### config.mk
export PLATFORM = sky130hd
export DESIGN_NAME = rhpt_mod
export DESIGN_NICKNAME = d
export VERILOG_FILES = /design/src/rtl/core/rhpt_pkg.sv /design/src/rtl/core/rhpt_mod.sv
export VERILOG_INCLUDE_DIRS = /design/src /design/src/rtl/core
export SDC_FILE = /design/constraint.sdc
export NUM_CORES = 1
export LEC_CHECK = 0
export ABC_AREA = 0
export BUFFER_PORTS_ARGS = -buffer_cell sky130_fd_sc_hd__buf_2
export CAP_MARGIN = 20
export CORE_UTILIZATION = 41
export CTS_CLUSTER_SIZE = 25
export DETAILED_ROUTE_END_ITERATION = 10
export PLACE_DENSITY_LB_ADDON = 0.1
export SKIP_LAST_GASP = 1
export SYNTH_ARGS = -nofsm -noshare
export SYNTH_HDL_FRONTEND = slang
export SYNTH_SLANG_ARGS = --single-unit
export TNS_END_PERCENT = 30
### constraint.sdc
create_clock -name clk -period 4.65 [get_ports clk]
set_input_delay 0.93 -clock clk [delete_from_list [all_inputs] [get_ports clk]]
set_output_delay 0.93 -clock clk [all_outputs]
set_load 0.02 [all_outputs]
### src/rtl/core/robin_hood_pointer_table_defines.svh
// Assertion macros for the pointer table RTL.
// Included by the modules that carry concurrent checks; expects clk and arst_n in scope.
`ifndef ROBIN_HOOD_POINTER_TABLE_DEFINES_SVH
`define ROBIN_HOOD_POINTER_TABLE_DEFINES_SVH
// Condition must hold in the same cycle as the trigger.
`define RHPT_ASSERT_NOW(lbl, ante, cons, msg) \
	lbl: assert property (@(posedge clk) disable iff (!arst_n) (ante) |-> (cons)) \
	else $error(msg);
// Condition must hold in the cycle after the trigger.
`define RHPT_ASSERT_NEXT(lbl, ante, cons, msg) \
	lbl: assert property (@(posedge clk) disable iff (!arst_n) (ante) |=> (cons)) \
	else $error(msg);
`endif

### src/rtl/core/rhpt_pkg.sv
// Shared types, constants and slot arithmetic for the pointer table.
// No dependencies; used by every module of the block except the generic RAM.
package rhpt_pkg;

	localparam int SLOTS      = 64;
	localparam int SW         = $clog2(SLOTS);
	localparam int CW         = $clog2(SLOTS + 1);
	localparam int ADDR_W     = 48;
	localparam int LEN_W      = 32;
	localparam int HASH_SHIFT = 3;
	localparam int HB         = ADDR_W - HASH_SHIFT;
	localparam int HCNT_W     = $clog2(HB);
	localparam int SCW        = 7;
	localparam int ENT_W      = ADDR_W + LEN_W + 2 + SW;
	localparam int PADDR_W    = 3;
	localparam int PDATA_W    = 32;
	localparam int FLAG_ROOT  = 0;
	localparam int FLAG_MARK  = 1;
	localparam logic [SCW-1:0] SLOT_COUNT_RST = 7'd53;
	localparam logic REG_SLOT_COUNT = 1'b0;

	typedef enum logic [2:0] {
		FN_INSERT  = 3'd0,
		FN_REMOVE  = 3'd1,
		FN_SETLEN  = 3'd2,
		FN_FLAGS   = 3'd3,
		FN_MARK    = 3'd4,
		FN_SWEEP   = 3'd5
	} func_t;

	typedef enum logic [1:0] {
		ST_DONE   = 2'd0,
		ST_MISS   = 2'd1,
		ST_FULL   = 2'd2,
		ST_MARKED = 2'd3
	} status_t;

	typedef enum logic [3:0] {
		S_IDLE,
		S_HASH,
		S_FND_RD,
		S_FND_EV,
		S_INS_RD,
		S_INS_EV,
		S_DEL_RD,
		S_DEL_EV,
		S_SW_RD,
		S_SW_EV,
		S_CLR_RD,
		S_CLR_EV,
		S_Q_RD,
		S_Q_EM,
		S_RES
	} state_t;

	typedef struct packed {
		logic [ADDR_W-1:0] key;
		logic [LEN_W-1:0]  len;
		logic [1:0]        flags;
		logic [SW-1:0]     home;
	} entry_t;

	// Distance of slot i from its home slot h, modulo n.
	function automatic logic [CW-1:0] slot_dist(input logic [SW-1:0] i,
		input logic [SW-1:0] h, input logic [CW-1:0] n);
		logic [CW-1:0] a;
		logic [CW-1:0] b;
		a = CW'(i);
		b = CW'(h);
		return (a >= b) ? a - b : a + n - b;
	endfunction

	// Next slot index, wrapping at n.
	function automatic logic [SW-1:0] slot_next(input logic [SW-1:0] i,
		input logic [CW-1:0] n);
		logic [CW-1:0] s;
		s = CW'(i) + CW'(1);
		return (s == n) ? '0 : s[SW-1:0];
	endfunction

endpackage

### src/rtl/core/rhpt_mod.sv
// Bit-serial modulo unit: remainder of the shifted address by the slot count.
// Depends on rhpt_pkg and the assertion macro header.
`include "robin_hood_pointer_table_defines.svh"
module rhpt_mod (
	input  logic                      clk,
	input  logic                      arst_n,
	input  logic                      start,
	input  logic [rhpt_pkg::HB-1:0]   dividend,
	input  logic [rhpt_pkg::CW-1:0]   modulus,
	output logic                      done,
	output logic [rhpt_pkg::SW-1:0]   rem
);

	logic                          run_q;
	logic                          done_q;
	logic [rhpt_pkg::HCNT_W-1:0]   cnt_q;
	logic [rhpt_pkg::HB-1:0]       sh_q;
	logic [rhpt_pkg::SW-1:0]       r_q;
	logic [rhpt_pkg::SW:0]         t;
	logic [rhpt_pkg::SW:0]         t_red;
	logic                          last;

	function automatic logic CW_rem_ok(input logic [rhpt_pkg::SW-1:0] r,
		input logic [rhpt_pkg::CW-1:0] m);
		return rhpt_pkg::CW'(r) < m;
	endfunction

	// One dividend bit per cycle; the remainder stays below the modulus.
	always_comb begin
		t     = {r_q, sh_q[rhpt_pkg::HB-1]};
		t_red = (t >= (rhpt_pkg::SW + 1)'(modulus)) ? t - (rhpt_pkg::SW + 1)'(modulus) : t;
		last  = (cnt_q == rhpt_pkg::HCNT_W'(rhpt_pkg::HB - 1));
	end

	always_ff @(posedge clk or negedge arst_n) begin
		if (!arst_n) begin
			run_q  <= 1'b0;
			done_q <= 1'b0;
		end else begin
			done_q <= run_q && last;
			if (start) begin
				run_q <= 1'b1;
			end else if (last) begin
				run_q <= 1'b0;
			end
		end
	end

	always_ff @(posedge clk) begin
		if (start) begin
			sh_q  <= dividend;
			r_q   <= '0;
			cnt_q <= '0;
		end else if (run_q) begin
			sh_q  <= {sh_q[rhpt_pkg::HB-2:0], 1'b0};
			r_q   <= t_red[rhpt_pkg::SW-1:0];
			cnt_q <= cnt_q + rhpt_pkg::HCNT_W'(1);
		end
	end

	assign done = done_q;
	assign rem  = r_q;

	`RHPT_ASSERT_NEXT(a_mod_runs, start, run_q, "modulo unit did not start")
	`RHPT_ASSERT_NOW(a_mod_rem, done, CW_rem_ok(r_q, modulus), "remainder not below modulus")

endmodule
==> results of run 1 <==
==> logic make-up after synthesis <==
logic type / Yosys count / synth area share
AO/OA/AOI/OAI: 19 / 0.04995
XOR/XNOR: 8 / 0.02476
adder cells (fa/ha/maj): 11 / 0.05128
buffers and inverters: 21 / 0.03050
flip-flops: 59 / 0.5800
multiplexers: 49 / 0.1928
AND/OR/NAND/NOR: 40 / 0.07073
==> cells in the mapped netlist (all sizes together) (3+ instances only) <==
| master | number | area share |
|---|---|---|
| a211oi | 3 | 0.0080 |
| xor2 | 6 | 0.019 |
| ha | 10 | 0.044 |
| o21ai | 3 | 0.0066 |
| dfxtp | 12 | 0.085 |
| a21oi | 7 | 0.018 |
| buf | 6 | 0.011 |
| edfxtp | 45 | 0.48 |
| mux2 | 44 | 0.18 |
| clkbuf | 3 | 0.0040 |
| mux2i | 5 | 0.018 |
| nand4 | 3 | 0.0066 |
| nor2 | 17 | 0.023 |
| nor2b | 4 | 0.0088 |
| inv | 12 | 0.016 |
| nand2 | 6 | 0.0080 |
==> power by group through the flow <==
stage	Clock [mW]	Sequential [mW]	Combinational (mW)
final	0.451	0.643	0.179
after global routing	0.493	0.648	0.202
after CTS	0.466	0.643	0.182
after detailed placement	0	0.653	0.181
after global placement	0	0.653	0.179
after floorplan	0	0.655	0.124
==> final timing paths <==
check,cells past startpoint,startpoint,slack (ns),endpoint
worst max register to register,1,run_q,2.58,sh_q[40]
worst max-delay path,8,modulus[0],2.50,rem[4]
worst min register to register,2,rem[5],0.50,rem[5]
min in group clk,2,rem[5],0.50,rem[5]
max in group asynchronous,1,arst_n,4.19,done
worst min-delay path,1,arst_n,0.37,run_q
==> sequential cells by signal, indices dropped and copies added (netlist names) <==
signal and cells:
done 1, sh_q 45, run_q 1, rem 6, cnt_q 6
==> routing by layer <==
layer  wire (um)  global-route usage
met1        2152              0.1837
met3         229             0.06420
met5           0                   0
met4          34             0.05085
met2        2327              0.2273
==> final cells by class <==
| type | count | area share |
|---|---|---|
| clock buffers | 9 | 0.03653 |
| clock inverters | 7 | 0.02030 |
| inverters | 12 | 0.01328 |
| multi-input cells | 127 | 0.3251 |
| flip-flops and latches | 59 | 0.4841 |
| well taps | 77 | 0.02841 |
| repair buffers | 62 | 0.09225 |
==> through the flow <==
| step | utilization | power, mW | instances |
|---|---|---|---|
| after floorplan | - | 0.7796 | 207 |
| after global placement | 0.4924 | 0.8324 | 337 |
| after detailed placement | 0.4924 | 0.8347 | 337 |
| after CTS | 0.5221 | 1.292 | 353 |
| after global routing | 0.5221 | 1.344 | 353 |
| final | 0.5221 | 1.273 | 353 |
==> qor.txt, run 1 <==
Status: finished clean
Psw: 310.2 uW
Layout net count: 337
Max Cap Violations: 0
Hold Path Class: input port to asynchronous set/reset pin
Yosys cell types: 34
P&R area growth vs syn: 19.81%
TritonCTS clock tree: done
Filler instances: 580
DR pass1 iterations: 4
Post-layout min period: 2.155 ns
Die W: 85.09 um
Internal: 962.8 uW
Worst path cell trace: buf_2 -> ha_1 -> fa_1 -> nand2b_1 -> a21oi_1 -> xor2_1 -> mux2i_1 -> a211oi_1
Gpl congestion: 0.6746
Overall die area: 0.007239 mm^2
# diodes: 0
GRT overflow: 0
Setup Total Neg Slack: 0 ns
GRT Util Overall: 0.1468
Detailed Route Iter0 Violations: 67
Worst slew pin tran: 1.041 ns
Hold Violations, Final: 0
Num rows: 29
Post-cts sizing count: 0
Finish-stage setup viols: 0
Core area: 0.006495 mm^2
Clk pwr share: 0.354
Slack of the critical path: 2.495 ns
Vias in the first global route: 1725
Initial antenna violation count: 0
Sw Ratio: 0.2437
Setup Buffers After CTS: 0
Critical path type: input port to flip-flop
Syn Nets: 273
WP buf/inv: 1
Starting Density: 0.4358
Layout cells sized above 1: 0.4565
Post-synth EDFFs: 45
Ys async rst share: 0.03390
Antenna-violating nets left: 0
Worst clock skew: 0.008233 ns
Main synth FF type: edfxtp_1
Port Buffers: 61
CP Data Arrival Time: 2.40 ns
First-pass GRT wire length: 8059 um
Post-Synthesis Cells: 207
Post-DP Area: 0.003198 mm^2
Fin. max-slew vios: 0
Cts hold-fix bufs: 0
Top delay family on crit path: adder cells
Die Span Y: 85.09 um
Remaining DRCs: 0
Routed vias: 1761
Power per cell area: 375.5 mW/mm^2
Htree depth: 3
Wire per inst: 13.44 um
Most common cell after layout, fill and taps aside: buf_2
Sequential power share: 0.505
Post-route cell area: 0.003391 mm^2
Root Driver: clkbuf_8
Peak Freq: 0.4641 GHz
Sequential share of the synthesized area: 0.5800
Post-Route WL: 4743 um
Most frequent cells in the layout: buf_2, edfxtp_1, mux2_2, nor2_1
Area of the multi-input gates: 0.001102 mm^2
CP required: 4.90 ns
Slowest-stage cell, CP: fa_1
Sequential Area: 0.001642 mm^2
Tcrit/Tclk final: 0.4633
Clock Sinks: 59
RSZ-0062 raised after global routing: false
Pre-CTS WS: 2.151 ns
Worst vdd ir: 0.2013 mV
Pleak: 1.446 nW
Clk buf depth: 2
Syn Std Cell Area: 0.002830 mm^2
Post-synthesis register bit count: 59
Startpoint types: input port
Worst skew pair latency: 0.33 ns
Cts bufs inserted: 9
Setup crit end kind: flip-flop
Detailed Place HPWL: 3086 um
Vias per cell: 4.989
Synth Area per Inst: 13.67 um^2
Slew HR: 0.3057
Top Ports: 62
CTS clk-pin slew, worst paths: 0.07 ns
Largest net degree at the start of global routing: 63
Critical path peak fanout: 2
Logic pwr share: 0.141
Worst path max stage delay: 0.40 ns
Min Hold Slack: 0.3704 ns
Synthesis Warnings: 0
Note: power is estimated with default switching activity, not from simulation.
==> run 2, diff against run 1 <==
ABC_AREA = 1   (was 0)
clock period = 1.85 ns   (was 4.65 ns; I/O delays follow)
==> run 2 against run 1 <==
Against the previous run:
- total power grew to 2.7 times the previous value
- sequential share of layout area shrank 2.4 points
- final area grew 5.2%
- flip-flop and latch count is the same
- combinational power grew to 4.4 times the previous value
- core utilization shrank 0.27 points
- sequential power grew to 2.6 times the previous value
- final cell count grew 44%
- critical path depth grew 1
- synthesized cell count grew 65%
- register-to-register slack lost 2.3 ns
- critical path type is now flip-flop to flip-flop
- largest cell class unchanged
==> qor.txt, run 2 <==
Top Ports: 62
Post-route cell area: 0.003567 mm^2
Sequential Area: 0.001642 mm^2
Hold Path Class: input port to flip-flop
TritonCTS clock tree: done
Synth top cells by count: nand2_1, edfxtp_1, inv_1, nand3_1, dfxtp_1
Sequential share of the synthesized area: 0.5576
Layout cells sized above 1: 0.2246
Htree depth: 3
Power, Total: 3.497 mW
Post-cts sizing count: 0
Synth Area per Inst: 8.634 um^2
Slew HR: 0.7609
Main synth FF type: edfxtp_1
Largest register FFs: 45
Overall die area: 0.007524 mm^2
Post-Synthesis Cells: 341
CP required: 2.07 ns
Pleak: 1.827 nW
Remaining DRCs: 0
GRT Util Overall: 0.1627
Critical path peak fanout: 6
DR pass1 iterations: 4
Peak Freq: 0.6243 GHz
Post-synthesis register bit count: 59
First-pass GRT wire length: 9335 um
Core Util, Final: 0.5193
Setup Total Neg Slack: 0 ns
Top cells by area in the synthesized netlist: edfxtp_1, nand2_1, dfxtp_1
Most common cell after layout, fill and taps aside: nand2_1
Vias per cell: 4.447
Cts bufs inserted: 9
Hold Violations, Final: 0
Startpoint types: flip-flop
Tcrit/Tclk final: 0.8658
Clk buf depth: 2
Status: finished clean
Initial antenna violation count: 0
Gpl congestion: 0.8149
Wire per inst: 10.93 um
Largest reg by FF count: sh_q
Most frequent cells in the layout: nand2_1, buf_2, edfxtp_1, inv_1, nand3_1
Max Cap Violations: 0
Detailed Route Iter0 Violations: 119
Starting Density: 0.4286
Worst slew pin tran: 0.3587 ns
Post-Route WL: 5574 um
Finish-stage setup viols: 0
Largest area contributor in the netlist: edfxtp_1
P&R area growth vs syn: 21.16%
Layout net count: 476
Synth top area share: 0.4590
Critical path type: flip-flop to flip-flop
GRT overflow: 0
Antenna-violating nets left: 0
Port Buffers: 61
Area of the multi-input gates: 0.001131 mm^2
Power per cell area: 980.5 mW/mm^2
Fin. max-slew vios: 0
Post-DP Area: 0.003383 mm^2
Detailed Place HPWL: 3854 um
Ys async rst share: 0.03390
Most numerous cell in the Yosys netlist: nand2_1
Filler instances: 697
Core area: 0.006869 mm^2
Setup crit end kind: flip-flop
# diodes: 0
Root Driver: clkbuf_8
Vias in the first global route: 2057
Synthesis Warnings: 0
Syn Nets: 407
CTS clk-pin slew, worst paths: 0.07 ns
Yosys cell types: 29
CP Data Arrival Time: 1.82 ns
Num rows: 30
Largest net degree at the start of global routing: 46
Worst vdd ir: 0.3925 mV
Routed vias: 2268
Post-synth EDFFs: 45
Clock Sinks: 59
Worst clock skew: 0.009410 ns
RSZ-0062 raised after global routing: false
Worst skew pair latency: 0.32 ns
Post-layout min period: 1.602 ns
Die Span Y: 86.74 um
Syn Std Cell Area: 0.002944 mm^2
Die W: 86.74 um
==> run 2: changes by cell type after synthesis, moves of 4 or more <==
cell	before	now
nand2_1	6	176
mux2_2	44	0
inv_1	12	29
nand3_1	0	15
nor2_1	17	8
mux2i_1	5	0
nor2b_1	4	0
xor2_1	6	2
==> run 2: cell families (layout without fill, tap and decap cells) <==
family	after synthesis	in the layout	share of synthesized area
compound gates	8	8	0.01572
simple gates	218	218	0.3132
fa+ha+maj	11	11	0.04930
flops	59	59	0.5576
xor+xnor	2	2	0.005951
buf+inv	43	116	0.05822
==> run 2: timing repair <==
| item | 4_1_cts | 5_1_grt |
|---|---|---|
| buffers inserted | 0 | 0 |
| hold buffers | 1 | 0 |
| endpoints found under the hold margin | 2 | 0 |
==> run 2: critical path, cell delays in order (launching register included) <==
cell	delay [ns]
dfxtp_1	0.40
ha_1	0.29
nand2_2	0.13
inv_2	0.03
nand2_1	0.05
nand2_1	0.07
a21oi_2	0.25
nand3_1	0.11
nand3_1	0.10
nand2_1	0.04
==> run 2: through the flow <==
step	hold slack, ns	setup WS [ns]	instances
6_report	0.3085	0.2483	510
5_1_grt	0.2979	0.05750	510
4_1_cts	0.2899	0.2319	510
3_5_place_dp	0.1559	0.1247	494
3_3_place_gp	0.1544	0.1273	494
2_1_floorplan	0.07441	0.2789	341
==> run 2: layout make-up <==
type / count / share of cell area
clock inverter: 4 / 0.01193
inverter: 32 / 0.03367
timing repair buffer: 69 / 0.1066
multi-input combinational: 239 / 0.3171
sequential: 59 / 0.4602
clock buffer: 11 / 0.03683
tap: 96 / 0.03367
==> run 2: final timing paths <==
kind                              from       to  slack [ns]  cells past startpoint
setup / recovery                rem[4]   rem[5]        0.25                      9
hold / removal             dividend[0]  sh_q[0]        0.31                      3
setup reg to reg                rem[4]   rem[5]        0.25                      9
hold reg to reg                 rem[5]   rem[5]        0.49                      2
max in group asynchronous       arst_n    run_q        1.40                      2
min in group asynchronous       arst_n     done        0.36                      2
==> run 2: layer usage <==
layer | global-route usage | vias up | share of wire | wire [um]
met5 | 0 | - | 0 | 0
li1 | - | 1214 | - | -
met4 | 0.05000 | 0 | 0.0054 | 30
met3 | 0.05143 | 2 | 0.059 | 330
met1 | 0.2230 | 991 | 0.50 | 2806
met2 | 0.2468 | 61 | 0.43 | 2406
==> run 2: where the power goes <==
group / internal, mW / switching [mW]
Clock: 0.604 / 0.460
Combinational: 0.313 / 0.470
Sequential: 1.57 / 0.0755
Total: 2.49 / 1.01
