==> src/rtl/core/robin_hood_pointer_table_defines.svh <==
// Assertion macros for the pointer table RTL.
// Included by the modules that carry concurrent checks; expects clk and arst_n in scope.
`ifndef ROBIN_HOOD_POINTER_TABLE_DEFINES_SVH
`define ROBIN_HOOD_POINTER_TABLE_DEFINES_SVH
// Condition must hold in the same cycle as the trigger.
`define RHPT_ASSERT_NOW(lbl, ante, cons, msg) \
	lbl: assert property (@(posedge clk) disable iff (!arst_n) (ante) |-> (cons)) \
	else $error(msg);
// Condition must hold in the cycle after the trigger.
`define RHPT_ASSERT_NEXT(lbl, ante, cons, msg) \
	lbl: assert property (@(posedge clk) disable iff (!arst_n) (ante) |=> (cons)) \
	else $error(msg);
`endif

==> src/rtl/core/rhpt_ram.sv <==
// Generic single-write, single-read RAM with registered read data.
// No dependencies.
module rhpt_ram #(
	parameter int WIDTH = 8,
	parameter int DEPTH = 64
) (
	input  logic                     clk,
	input  logic                     we,
	input  logic [$clog2(DEPTH)-1:0] waddr,
	input  logic [WIDTH-1:0]         wdata,
	input  logic [$clog2(DEPTH)-1:0] raddr,
	output logic [WIDTH-1:0]         rdata
);

	logic [WIDTH-1:0] mem_q [DEPTH];

	always_ff @(posedge clk) begin
		if (we) begin
			mem_q[waddr] <= wdata;
		end
		rdata <= mem_q[raddr];
	end

endmodule

==> config.mk <==
export PLATFORM = sky130hd
export DESIGN_NAME = rhpt_ram
export DESIGN_NICKNAME = d
export VERILOG_FILES = /design/src/rtl/core/robin_hood_pointer_table_defines.svh /design/src/rtl/core/rhpt_ram.sv
export SDC_FILE = /design/constraint.sdc
export NUM_CORES = 1
export LEC_CHECK = 0
export ABC_AREA = 1
export BUFFER_PORTS_ARGS = -buffer_cell sky130_fd_sc_hd__buf_2
export CAP_MARGIN = 20
export CELL_PAD_IN_SITES_DETAIL_PLACEMENT = 1
export CELL_PAD_IN_SITES_GLOBAL_PLACEMENT = 1
export CORE_MARGIN = 2
export CORE_UTILIZATION = 55
export DETAILED_ROUTE_END_ITERATION = 6
export PLACE_DENSITY = 0.84
export SETUP_SLACK_MARGIN = 0.02
export SLEW_MARGIN = 10
export SYNTH_ARGS = -nofsm -noshare
export SYNTH_HDL_FRONTEND = slang
export SYNTH_SLANG_ARGS = --single-unit
==> constraint.sdc <==
create_clock -name clk -period 4.8 [get_ports clk]
set_clock_uncertainty 0.15 [all_clocks]
set_input_delay 0.24 -clock clk [delete_from_list [all_inputs] [get_ports clk]]
set_output_delay 0.24 -clock clk [all_outputs]
set_load 0.05 [all_outputs]
==> impl_metrics.csv, run 1 <==
group,metric,value,unit
cells_and_area,nFillCells,3876,
global_route,grt_max_degree,200,
critical_path,critPathKind,"in -> reg",
floorplan,die_w,201,microns
logic_synthesis,synthAdderAreaFrac,0,
global_route,antenna_found_initial,2,
sta,min_period,2.38,ns
sta,hold_viol,0,
floorplan,io_pins,30,
power_and_ir_drop,p_int,7.50,mW
critical_path,crit_fanout,70,
logic_synthesis,synth_xor_area_frac,0,
power_and_ir_drop,swShare,0.229,
floorplan,die-height,201,microns
routing,num_vias,14600,
logic_synthesis,yosys.area.top_type,"edfxtp_1",
critical_path,endpoint_kind,"flop",
status,outcome,"completed",
placed_design,portBuffers,29,
global_route,grt_pass1_wl,93.6,mm
logic_synthesis,synth_area,21300,sq um
logic_synthesis,synth_mux_area_frac,0,
clocking,cts_sinks,520,
logic_synthesis,synth_top_area_share,0.720,
power_and_ir_drop,power,9.72,mW
logic_synthesis,synth_fp_nets,1827,
floorplan,row_count,72,
critical_path,worstPathArrival,2.71,ns
logic_synthesis,synth_flop_cell,"edfxtp_1",
global_route,grt_util_all_layers,0.308,
logic_synthesis,synth_compound_area_frac,0,
logic_synthesis,synth_area_leaders,"edfxtp_1, nand2_1, nand3_1",
clocking,cts_resized,0,
power_and_ir_drop,p_sw,2.22,mW
global_route,gr-total-overflow,0,
critical_path,start_kind,"primary input",
clocking,post-cts-setup-buffer-count,0,
power_and_ir_drop,seq_power_share,0.519,
routing,firstDrtPassIters,6,
logic_synthesis,synth_most_common_cell,"nand2_1",
sta,finalCritPeriodShare,0.496,
clocking,cts_buffers,52,
logic_synthesis,synth_common_cells,"nand2_1, edfxtp_1, nand3_1",
power_and_ir_drop,pwr-share-clk,0.416,
clocking,path_clk_slew,0.06,ns
sta,worstMarginPinSlew,1.15,ns
routing,ant_nets,0,
critical_path,critPathRequiredTime,5.13,ns
power_and_ir_drop,powerDensity,418,nW/um^2
clocking,root_buffer,"clkbuf_16",
power_and_ir_drop,p_leak,8.35,nW
routing,wl,61.0,mm
worst_hold_path,hold_class,"in -> reg",
routing,drt-vias-per-instance,6.19,
logic_synthesis,synth-simple-area-share,0.232,
clocking,htreeDepth,2,
power_and_ir_drop,irDropWorstVdd,317,uV
logic_synthesis,async_flop_share,0,
cells_and_area,drive_above_1_share,0.0705,
sta,setup_tns,0,ns
sta,max_freq,420,MHz
logic_synthesis,syn_inst,1805,
critical_path,critical_path.max_stage_delay,0.81,ns
logic_synthesis,synth_top_family_by_area,"simple AND/OR/NAND/NOR gates",
cells_and_area,nets,1823,
placed_design,dp_hpwl,33.7,mm
sta,setup_viol,0,
floorplan,die-area,40400,sq um
routing,wl_per_cell,25.8,microns
logic_synthesis,ys_types,16,
sta,rsz0062_at_grt,"no",
logic_synthesis,synth_edf_count,512,
floorplan,start_util,0.555,
sta,timing.slew.headroom,0.223,
floorplan,core-area,38500,sq um
logic_synthesis,synth_seq_cells,520,
flow_run,maxCapViolations,0,
logic_synthesis,yosysSeqAreaShare,0.728,
clocking,cts_tree,"yes",
cells_and_area,ff_latch_area,15500,sq um
placed_design,gp_congestion,0.827,
power_and_ir_drop,power_frac_comb,0.065,
routing,drcViolationCount,0,
cells_and_area,multi_input_area,4950,sq um
logic_synthesis,postSynthAreaPerCell,11.8,sq um
critical_path,crit_top_cell,"nand3_1",
routing,drt-initial-drc-count,1529,
critical_path,crit_chain,"buf_4 > buf_4 > nand3_1 > nand3_1 > nand2_1 > nand2_1 > nand3_1 > nand3_1 > nand2_1",
clocking,clock_path_buffers,3,
logic_synthesis,ys.warnings.count,0,
cells_and_area,area_growth,9.11,%
clocking,clkLatencyLatePin,0.60,ns
critical_path,slowest_stage,"buf_4",
sta,maxSlewViolCount,0,
global_route,first_global_vias,15300,
[placed cells by master, fill, tap and decap left out, types with 4 or more instances in the layout]
cell and n:
buf_12 4, buf_2 27, buf_4 21, bufinv_16 6, clkbuf_1 8, clkbuf_16 53, clkinv_1 15, clkinv_2 11
dfxtp_1 8, edfxtp_1 512, inv_1 9, nand2_1 648, nand3_1 439, nand4_1 9, nor2_1 56, nor4_1 8
[path summary, 6_finish.rpt]
| path | from | slack (ns) | end | cells after the start |
|---|---|---|---|---|
| hold / removal | waddr[0] | 0.06 | mem_q[52][1]$_DFFE_PP_ | 2 |
| hold reg to reg | mem_q[52][2]$_DFFE_PP_ | 0.70 | rdata[2]$_DFF_P_ | 8 |
| setup reg to reg | mem_q[15][0]$_DFFE_PP_ | 3.09 | rdata[0]$_DFF_P_ | 8 |
| setup / recovery | raddr[1] | 2.42 | rdata[5]$_DFF_P_ | 9 |
[state kept, by name, indices dropped and copies added, names as in the netlist]
signal and count:
rdata 8, mem_q 512
[routing by layer]
layer / global-route usage / share of wire / routed length (microns)
met3: 0.0455 / 0.077 / 4680
met5: 0 / 0.00018 / 11
met2: 0.518 / 0.50 / 30700
met4: 0.117 / 0.038 / 2290
met1: 0.409 / 0.38 / 23400
[stage by stage]
stage	util	std cells	worst slack [ns]	hold WS, ns	area, sq um
finish	0.605	2362	2.42	0.0601	23300
global route	0.605	2362	2.29	0.0892	23300
CTS	0.605	2361	2.43	0.0313	23300
detailed placement	0.561	2264	1.86	0.516	21600
global placement	0.561	2263	1.95	0.502	21600
floorplan	-	1805	2.64	0.189	21300
[critical path, delay by kind of cell]
family	cells	cell delay, ns
AND/OR/NAND/NOR	7	1.01
buffers and inverters	2	1.39
[cells by family after synthesis]
| family | after synthesis |
|---|---|
| buffers and inverters | 125 |
| and+or+nand+nor | 1160 |
| DFF | 520 |
[area by class of cell]
class	count	share of cell area
sequential	520	0.667
inverter	12	0.00226
timing repair buffer	55	0.0182
multi-input combinational	1160	0.212
clock inverter	35	0.0137
clock buffer	61	0.0583
tap	518	0.0278
antenna	1	0.000107
[power by group through the flow]
| stage | registers, mW | clock network [mW] | logic [mW] |
|---|---|---|---|
| after detailed placement | 5.14 | 0 | 0.610 |
| after CTS | 5.05 | 4.07 | 0.625 |
| final | 5.05 | 4.05 | 0.629 |
| after global routing | 5.05 | 4.23 | 0.679 |
| after floorplan | 5.16 | 0 | 0.353 |
| after global placement | 5.14 | 0 | 0.575 |
[what timing repair did]
action                                 CTS  global route
hold buffers                             1             0
setup endpoints to repair                0             0
endpoints found under the hold margin    8             0
Note: power is estimated with default switching activity, not from simulation.
==> run 2: changes to the inputs <==
ABC_AREA = 0   (was 1)
CORE_UTILIZATION = 56   (was 55)
PLACE_DENSITY = 0.79   (was 0.84)
clock period = 2.2 ns   (was 4.8 ns; I/O delays follow)
==> run 2 against run 1 <==
Largest cell class unchanged. Final cell count fell by 31%. Clock power rose by 120%. Synthesized cell count is 48% lower. Core utilization up 6.2 points. Global-route usage is 1.5 points lower. Power increased by 120%. Sequential cell count unchanged. Critical endpoint is now rdata[6]$_DFF_P_. Hold slack got worse by 0.027 ns. Design area is 1.7% higher. Critical path depth down 3. Largest power group unchanged.
==> impl_metrics.csv, run 2 <==
group,metric,value,unit
logic_synthesis,ys.warnings.count,0,
routing,drcViolationCount,0,
cells_and_area,area_growth,17.4,%
critical_path,r2r_end,"rdata[6]$_DFF_P_",
logic_synthesis,synth_top_area_share,0.762,
global_route,met1_usage,0.397,
cells_and_area,nFillCells,2808,
flow_run,maxCapViolations,0,
logic_synthesis,postSynthAreaPerCell,21.5,sq um
sta,whs,0.0333,ns
critical_path,slowest_stage,"mux4_2",
routing,drt-initial-drc-count,1308,
power_and_ir_drop,irDropWorstVdd,806,uV
cells_and_area,top_regs,"mem_q (512), rdata (8)",
sta,setup_viol,0,
routing,ant_nets,0,
sta,worstMarginPinSlew,0.768,ns
critical_path,rr_worst_depth,6,
cells_and_area,layout_commonest_cell,"edfxtp_1",
power_and_ir_drop,p_leak,7.78,nW
global_route,grt.busiest_layer,"met2",
clocking,cts_buffers,51,
logic_synthesis,ys_types,40,
logic_synthesis,synth_seq_cells,520,
clocking,htreeDepth,2,
floorplan,die_w,194,microns
critical_path,crit_fanout,1,
cells_and_area,diodes,0,
sta,finalCritPeriodShare,0.967,
cells_and_area,layout_common_cells,"edfxtp_1, buf_4, mux4_2",
power_and_ir_drop,power,21.3,mW
worst_hold_path,hp-start,"waddr[2]",
routing,drt-vias-per-instance,6.52,
global_route,grt_max_degree,65,
clocking,path_clk_slew,0.06,ns
clocking,cts_sinks,520,
cells_and_area,nets,1145,
logic_synthesis,synth_area,20200,sq um
floorplan,die-area,37500,sq um
critical_path,critPathKind,"reg -> reg",
logic_synthesis,syn_inst,940,
global_route,antenna_found_initial,0,
power_and_ir_drop,seq_power_share,0.516,
logic_synthesis,synth_area_leaders,"edfxtp_1, mux4_2, nor2_1",
routing,firstDrtPassIters,5,
worst_hold_path,hold_class,"in -> reg",
placed_design,gp_congestion,0.833,
sta,timing.slew.headroom,0.488,
critical_path,start_kind,"flop",
floorplan,io_pins,30,
logic_synthesis,synth_flop_cell,"edfxtp_1",
floorplan,start_util,0.568,
global_route,first_global_vias,11500,
critical_path,endpoint,"rdata[6]$_DFF_P_",
power_and_ir_drop,power_frac_comb,0.059,
placed_design,portBuffers,29,
critical_path,crit_chain,"mux4_2 > mux2_2 > o221a_2 > nor3_2 > buf_4 > o32ai_1",
critical_path,cp-startpoint,"mem_q[24][6]$_DFFE_PP_",
clocking,cts_tree,"yes",
global_route,gr-total-overflow,0,
critical_path,critical_path.max_stage_delay,0.49,ns
power_and_ir_drop,pwr-share-clk,0.425,
logic_synthesis,yosys.area.top_type,"edfxtp_1",
critical_path,rrSetupSlack,0.07,ns
placed_design,dp_hpwl,32.3,mm
critical_path,worstPathArrival,2.41,ns
power_and_ir_drop,p_int,16.8,mW
cells_and_area,drive_above_1_share,0.344,
critical_path,rr_startpoint,"mem_q[24][6]$_DFFE_PP_",
status,outcome,"completed",
floorplan,row_count,69,
sta,min_period,2.13,ns
power_and_ir_drop,swShare,0.212,
logic_synthesis,synth_common_cells,"edfxtp_1, mux4_2, nor2_1",
global_route,grt_use_met3,0.0497,
logic_synthesis,synth_fp_nets,962,
cells_and_area,largest_register,"mem_q",
logic_synthesis,synth_most_common_cell,"edfxtp_1",
logic_synthesis,synth_edf_count,512,
sta,max_freq,470,MHz
sta,maxSlewViolCount,0,
routing,wl_per_cell,32.8,microns
sta,rsz0062_at_grt,"no",
floorplan,die-height,194,microns
power_and_ir_drop,powerDensity,901,nW/um^2
clocking,clkLatencyLatePin,0.58,ns
global_route,grt_pass1_wl,79.4,mm
routing,wl,53.3,mm
clocking,root_buffer,"clkbuf_16",
global_route,use_met2,0.486,
routing,num_vias,10600,
clocking,clock_path_buffers,3,
power_and_ir_drop,p_sw,4.53,mW
global_route,grt_util_all_layers,0.293,
critical_path,critPathRequiredTime,2.48,ns
logic_synthesis,yosysSeqAreaShare,0.770,
floorplan,core-area,35500,sq um
critical_path,endpoint_kind,"flop",
sta,hold_viol,0,
cells_and_area,largest_reg_flops,512,
logic_synthesis,async_flop_share,0,
run 2: changes by cell type in the layout (fill, tap and decap cells not counted), sizes merged, moves of 12 or more:
cell	before	now
mux4	0	126
buf	53	171
mux2	0	13
nand2	648	19
nor2b	0	14
nand3	439	13
inv	13	1
nor2	56	83
mux2i	0	23
run 2: critical path, delay by kind of cell (launching register included):
kind	cells	cell delay, ns
DFF	1	0.39
buffers and inverters	1	0.16
AOI/OAI and AO/OA	2	0.39
and+or+nand+nor	1	0.13
muxes	2	0.77
run 2: metrics by stage:
stage,utilization,TNS [ns],cells,area (sq um),worst slack [ns]
2_1_floorplan,-,0,940,20200,0.272
3_3_place_gp,0.615,-0.371,1522,21800,-0.108
3_5_place_dp,0.615,-0.837,1522,21800,-0.162
4_1_cts,0.667,0,1626,23700,0.0317
5_1_grt,0.667,0,1626,23700,0.0355
6_report,0.667,0,1626,23700,0.0718
run 2: logic make-up after synthesis:
| group | after synthesis | share of synthesized area |
|---|---|---|
| flops | 520 | 0.770 |
| buf+inv | 51 | 0.0157 |
| simple gates | 153 | 0.0339 |
| mux | 162 | 0.159 |
| compound gates | 54 | 0.0207 |
run 2: power by group through the flow:
stage | clock, mW | sequential, mW | combinational (mW)
after floorplan | 0 | 11.3 | 0.584
after global placement | 0 | 11.2 | 1.16
after detailed placement | 0 | 11.2 | 1.22
after CTS | 9.13 | 11.0 | 1.25
after global routing | 9.48 | 11.0 | 1.32
final | 9.05 | 11.0 | 1.26
run 2: layer usage:
layer	wire length [microns]	up-vias
met2	27100	573
met1	20100	5599
met3	4200	138
met5	0	-
li1	-	4292
met4	1890	0
run 2: worst min-delay path by stage:
stage,to,cells after the start
3_3_place_gp,rdata[6]$_DFF_P_,3
5_1_grt,mem_q[49][2]$_DFFE_PP_,3
3_5_place_dp,rdata[0]$_DFF_P_,3
4_1_cts,mem_q[49][2]$_DFFE_PP_,3
2_1_floorplan,mem_q[0][0]$_DFFE_PP_,0
6_report,mem_q[49][2]$_DFFE_PP_,3
run 2: final cells by class:
| cell class | count | area (sq um) | area share |
|---|---|---|---|
| Clock buffer | 66 | 1450 | 0.0611 |
| Clock inverter | 29 | 295 | 0.0125 |
| Multi-Input combinational cell | 369 | 4330 | 0.183 |
| Sequential cell | 520 | 15500 | 0.656 |
| Tap cell | 461 | 577 | 0.0244 |
| Timing Repair Buffer | 181 | 1490 | 0.0627 |
run 2: repair_timing:
| item | in CTS | in global routing |
|---|---|---|
| gates resized for setup | 1 | 3 |
| pin swaps | 0 | 1 |
| setup buffers | 0 | 0 |
| hold buffers | 9 | 0 |
| setup endpoints to repair | 1 | 8 |
| endpoints found under the hold margin | 278 | 0 |
==> run 3: changes to the inputs <==
CORE_ASPECT_RATIO = 1.2   (was not set)
CORE_UTILIZATION = 45   (was 56)
PLACE_DENSITY = 0.66   (was 0.79)
clock period = 2.5 ns   (was 2.2 ns; I/O delays follow)
==> run 3 against run 2 <==
Setup slack better by 0.32 ns. Clock power is 14% lower. Power is 13% lower. Die area is 24% higher. Sequential share of layout area is 0.069 points higher. First-iteration DRC count is 34% lower. Global-route usage is 7.2 points lower. Via count is 6.1% lower. Count of clock-buffer cells in the layout is 9 lower. Largest cell class unchanged. Highest routed layer unchanged.
==> impl_metrics.csv, run 3 (same netlist as run 2, synthesis figures left out) <==
group,metric,value,unit
cells_and_area,largest_register,"mem_q",
global_route,first_global_vias,10800,
routing,firstDrtPassIters,5,
floorplan,start_util,0.458,
sta,finalCritPeriodShare,0.845,
critical_path,critPathKind,"reg -> reg",
cells_and_area,drive_above_1_share,0.328,
routing,drt-initial-drc-count,861,
sta,hold_viol,0,
power_and_ir_drop,swShare,0.212,
cells_and_area,final_cells,1716,
routing,drcViolationCount,0,
sta,min_period,2.11,ns
cells_and_area,layout_commonest_cell,"edfxtp_1",
routing,ant_nets,0,
global_route,gr-total-overflow,0,
power_and_ir_drop,seq_power_share,0.523,
floorplan,io_pins,30,
floorplan,die-height,236,microns
critical_path,critPathRequiredTime,2.81,ns
clocking,clkLatencyLatePin,0.60,ns
critical_path,endpoint_kind,"flop",
clocking,post-cts-setup-buffer-count,0,
critical_path,rrSetupSlack,0.39,ns
floorplan,die-area,46500,sq um
sta,setup_viol,0,
sta,timing.slew.headroom,0.482,
clocking,root_buffer,"clkbuf_16",
sta,setup_tns,0,ns
worst_hold_path,hold_class,"in -> reg",
routing,wl,49.3,mm
placed_design,gp_congestion,0.817,
routing,drt-vias-per-instance,5.80,
floorplan,die_w,197,microns
cells_and_area,area_growth,17.2,%
placed_design,dp_hpwl,32.2,mm
sta,max_freq,473,MHz
placed_design,portBuffers,29,
cells_and_area,largest_reg_flops,512,
power_and_ir_drop,p_sw,3.94,mW
sta,rsz0062_at_grt,"no",
power_and_ir_drop,p_leak,7.68,nW
critical_path,start_kind,"flop",
power_and_ir_drop,powerDensity,784,nW/um^2
cells_and_area,layout_common_cells,"edfxtp_1, mux4_2, buf_4",
global_route,grt_max_degree,65,
routing,wl_per_cell,28.7,microns
clocking,cts_tree,"yes",
global_route,antenna_found_initial,0,
cells_and_area,diodes,0,
cells_and_area,top_regs,"mem_q (512), rdata (8)",
floorplan,row_count,84,
power_and_ir_drop,power_frac_comb,0.057,
power_and_ir_drop,irDropWorstVdd,612,uV
placed_design,dp.cells,1611,
routing,wl_met1,20.9,mm
sta,maxSlewViolCount,0,
clocking,cts_sinks,520,
clocking,cts_buffers,52,
floorplan,core-area,44000,sq um
critical_path,crit_fanout,1,
routing,routed.top_layer,"met4",
cells_and_area,nets,1138,
clocking,path_clk_slew,0.06,ns
power_and_ir_drop,pwr-share-clk,0.421,
routing,num_vias,9955,
clocking,clock_path_buffers,3,
flow_run,maxCapViolations,0,
routing,wl_met3,2.37,mm
status,outcome,"completed",
cells_and_area,nFillCells,3867,
sta,whs,0.0140,ns
critical_path,worstPathArrival,2.42,ns
sta,worstMarginPinSlew,0.777,ns
global_route,grt_pass1_wl,74.1,mm
routing,wl_met2,24.7,mm
global_route,grt_util_all_layers,0.221,
power_and_ir_drop,p_int,14.6,mW
clocking,htreeDepth,2,
## run 3: worst paths after layout
check                                             from                     end  depth (start not counted)
worst max register to register   mem_q[0][3]$_DFFE_PP_        rdata[3]$_DFF_P_                          5
worst min register to register  mem_q[31][4]$_DFFE_PP_        rdata[4]$_DFF_P_                          3
worst min-delay path                          wdata[1]  mem_q[17][1]$_DFFE_PP_                          1
worst max-delay path             mem_q[0][3]$_DFFE_PP_        rdata[3]$_DFF_P_                          5
## run 3: repair_timing
action / CTS / global route
endpoints found under the setup margin: 0 / 0
hold buffers: 10 / 0
endpoints found under the hold margin: 160 / 0
resized for setup: 0 / 0
## run 3: layer usage
metal	vias to the layer above	global-route usage
li1	4269	-
met1	5321	0.307
met2	286	0.363
met3	79	0.0299
met4	0	0.0734
met5	-	0
## run 3: metrics by stage
| stage | cell area [sq um] | power, mW | util | worst slack, ns |
|---|---|---|---|---|
| finish | 23600 | 18.5 | 0.537 | 0.388 |
| global route | 23600 | 19.1 | 0.537 | 0.220 |
| CTS | 23600 | 18.7 | 0.537 | 0.318 |
| detailed placement | 21800 | 10.9 | 0.496 | 0.0307 |
| global placement | 21800 | 10.9 | 0.496 | 0.0316 |
| floorplan | 20200 | 10.4 | - | 0.557 |
## run 3: critical path, cell delays in order, from the launching register on
cell and delay, ns:
edfxtp_1 0.37, mux4_2 0.49, nor2b_1 0.15, a2111oi_0 0.55, buf_4 0.21, o41ai_1 0.07
## run 3: final cells by class
cell class | instances | area, sq um | share of cell area
Timing Repair Buffer | 173 | 1390 | 0.0588
Clock inverter | 38 | 343 | 0.0145
Tap cell | 559 | 699 | 0.0296
Sequential cell | 520 | 15500 | 0.657
Multi-Input combinational cell | 369 | 4320 | 0.183
Clock buffer | 57 | 1360 | 0.0576
## run 3: power groups by stage
stage                     clock network [mW]  logic [mW]  registers (mW)
after floorplan                            0       0.514            9.91
after global placement                     0        1.02            9.86
after detailed placement                   0        1.05            9.87
after CTS                               7.98        1.07            9.68
after global routing                    8.26        1.12            9.68
final                                   7.80        1.05            9.68
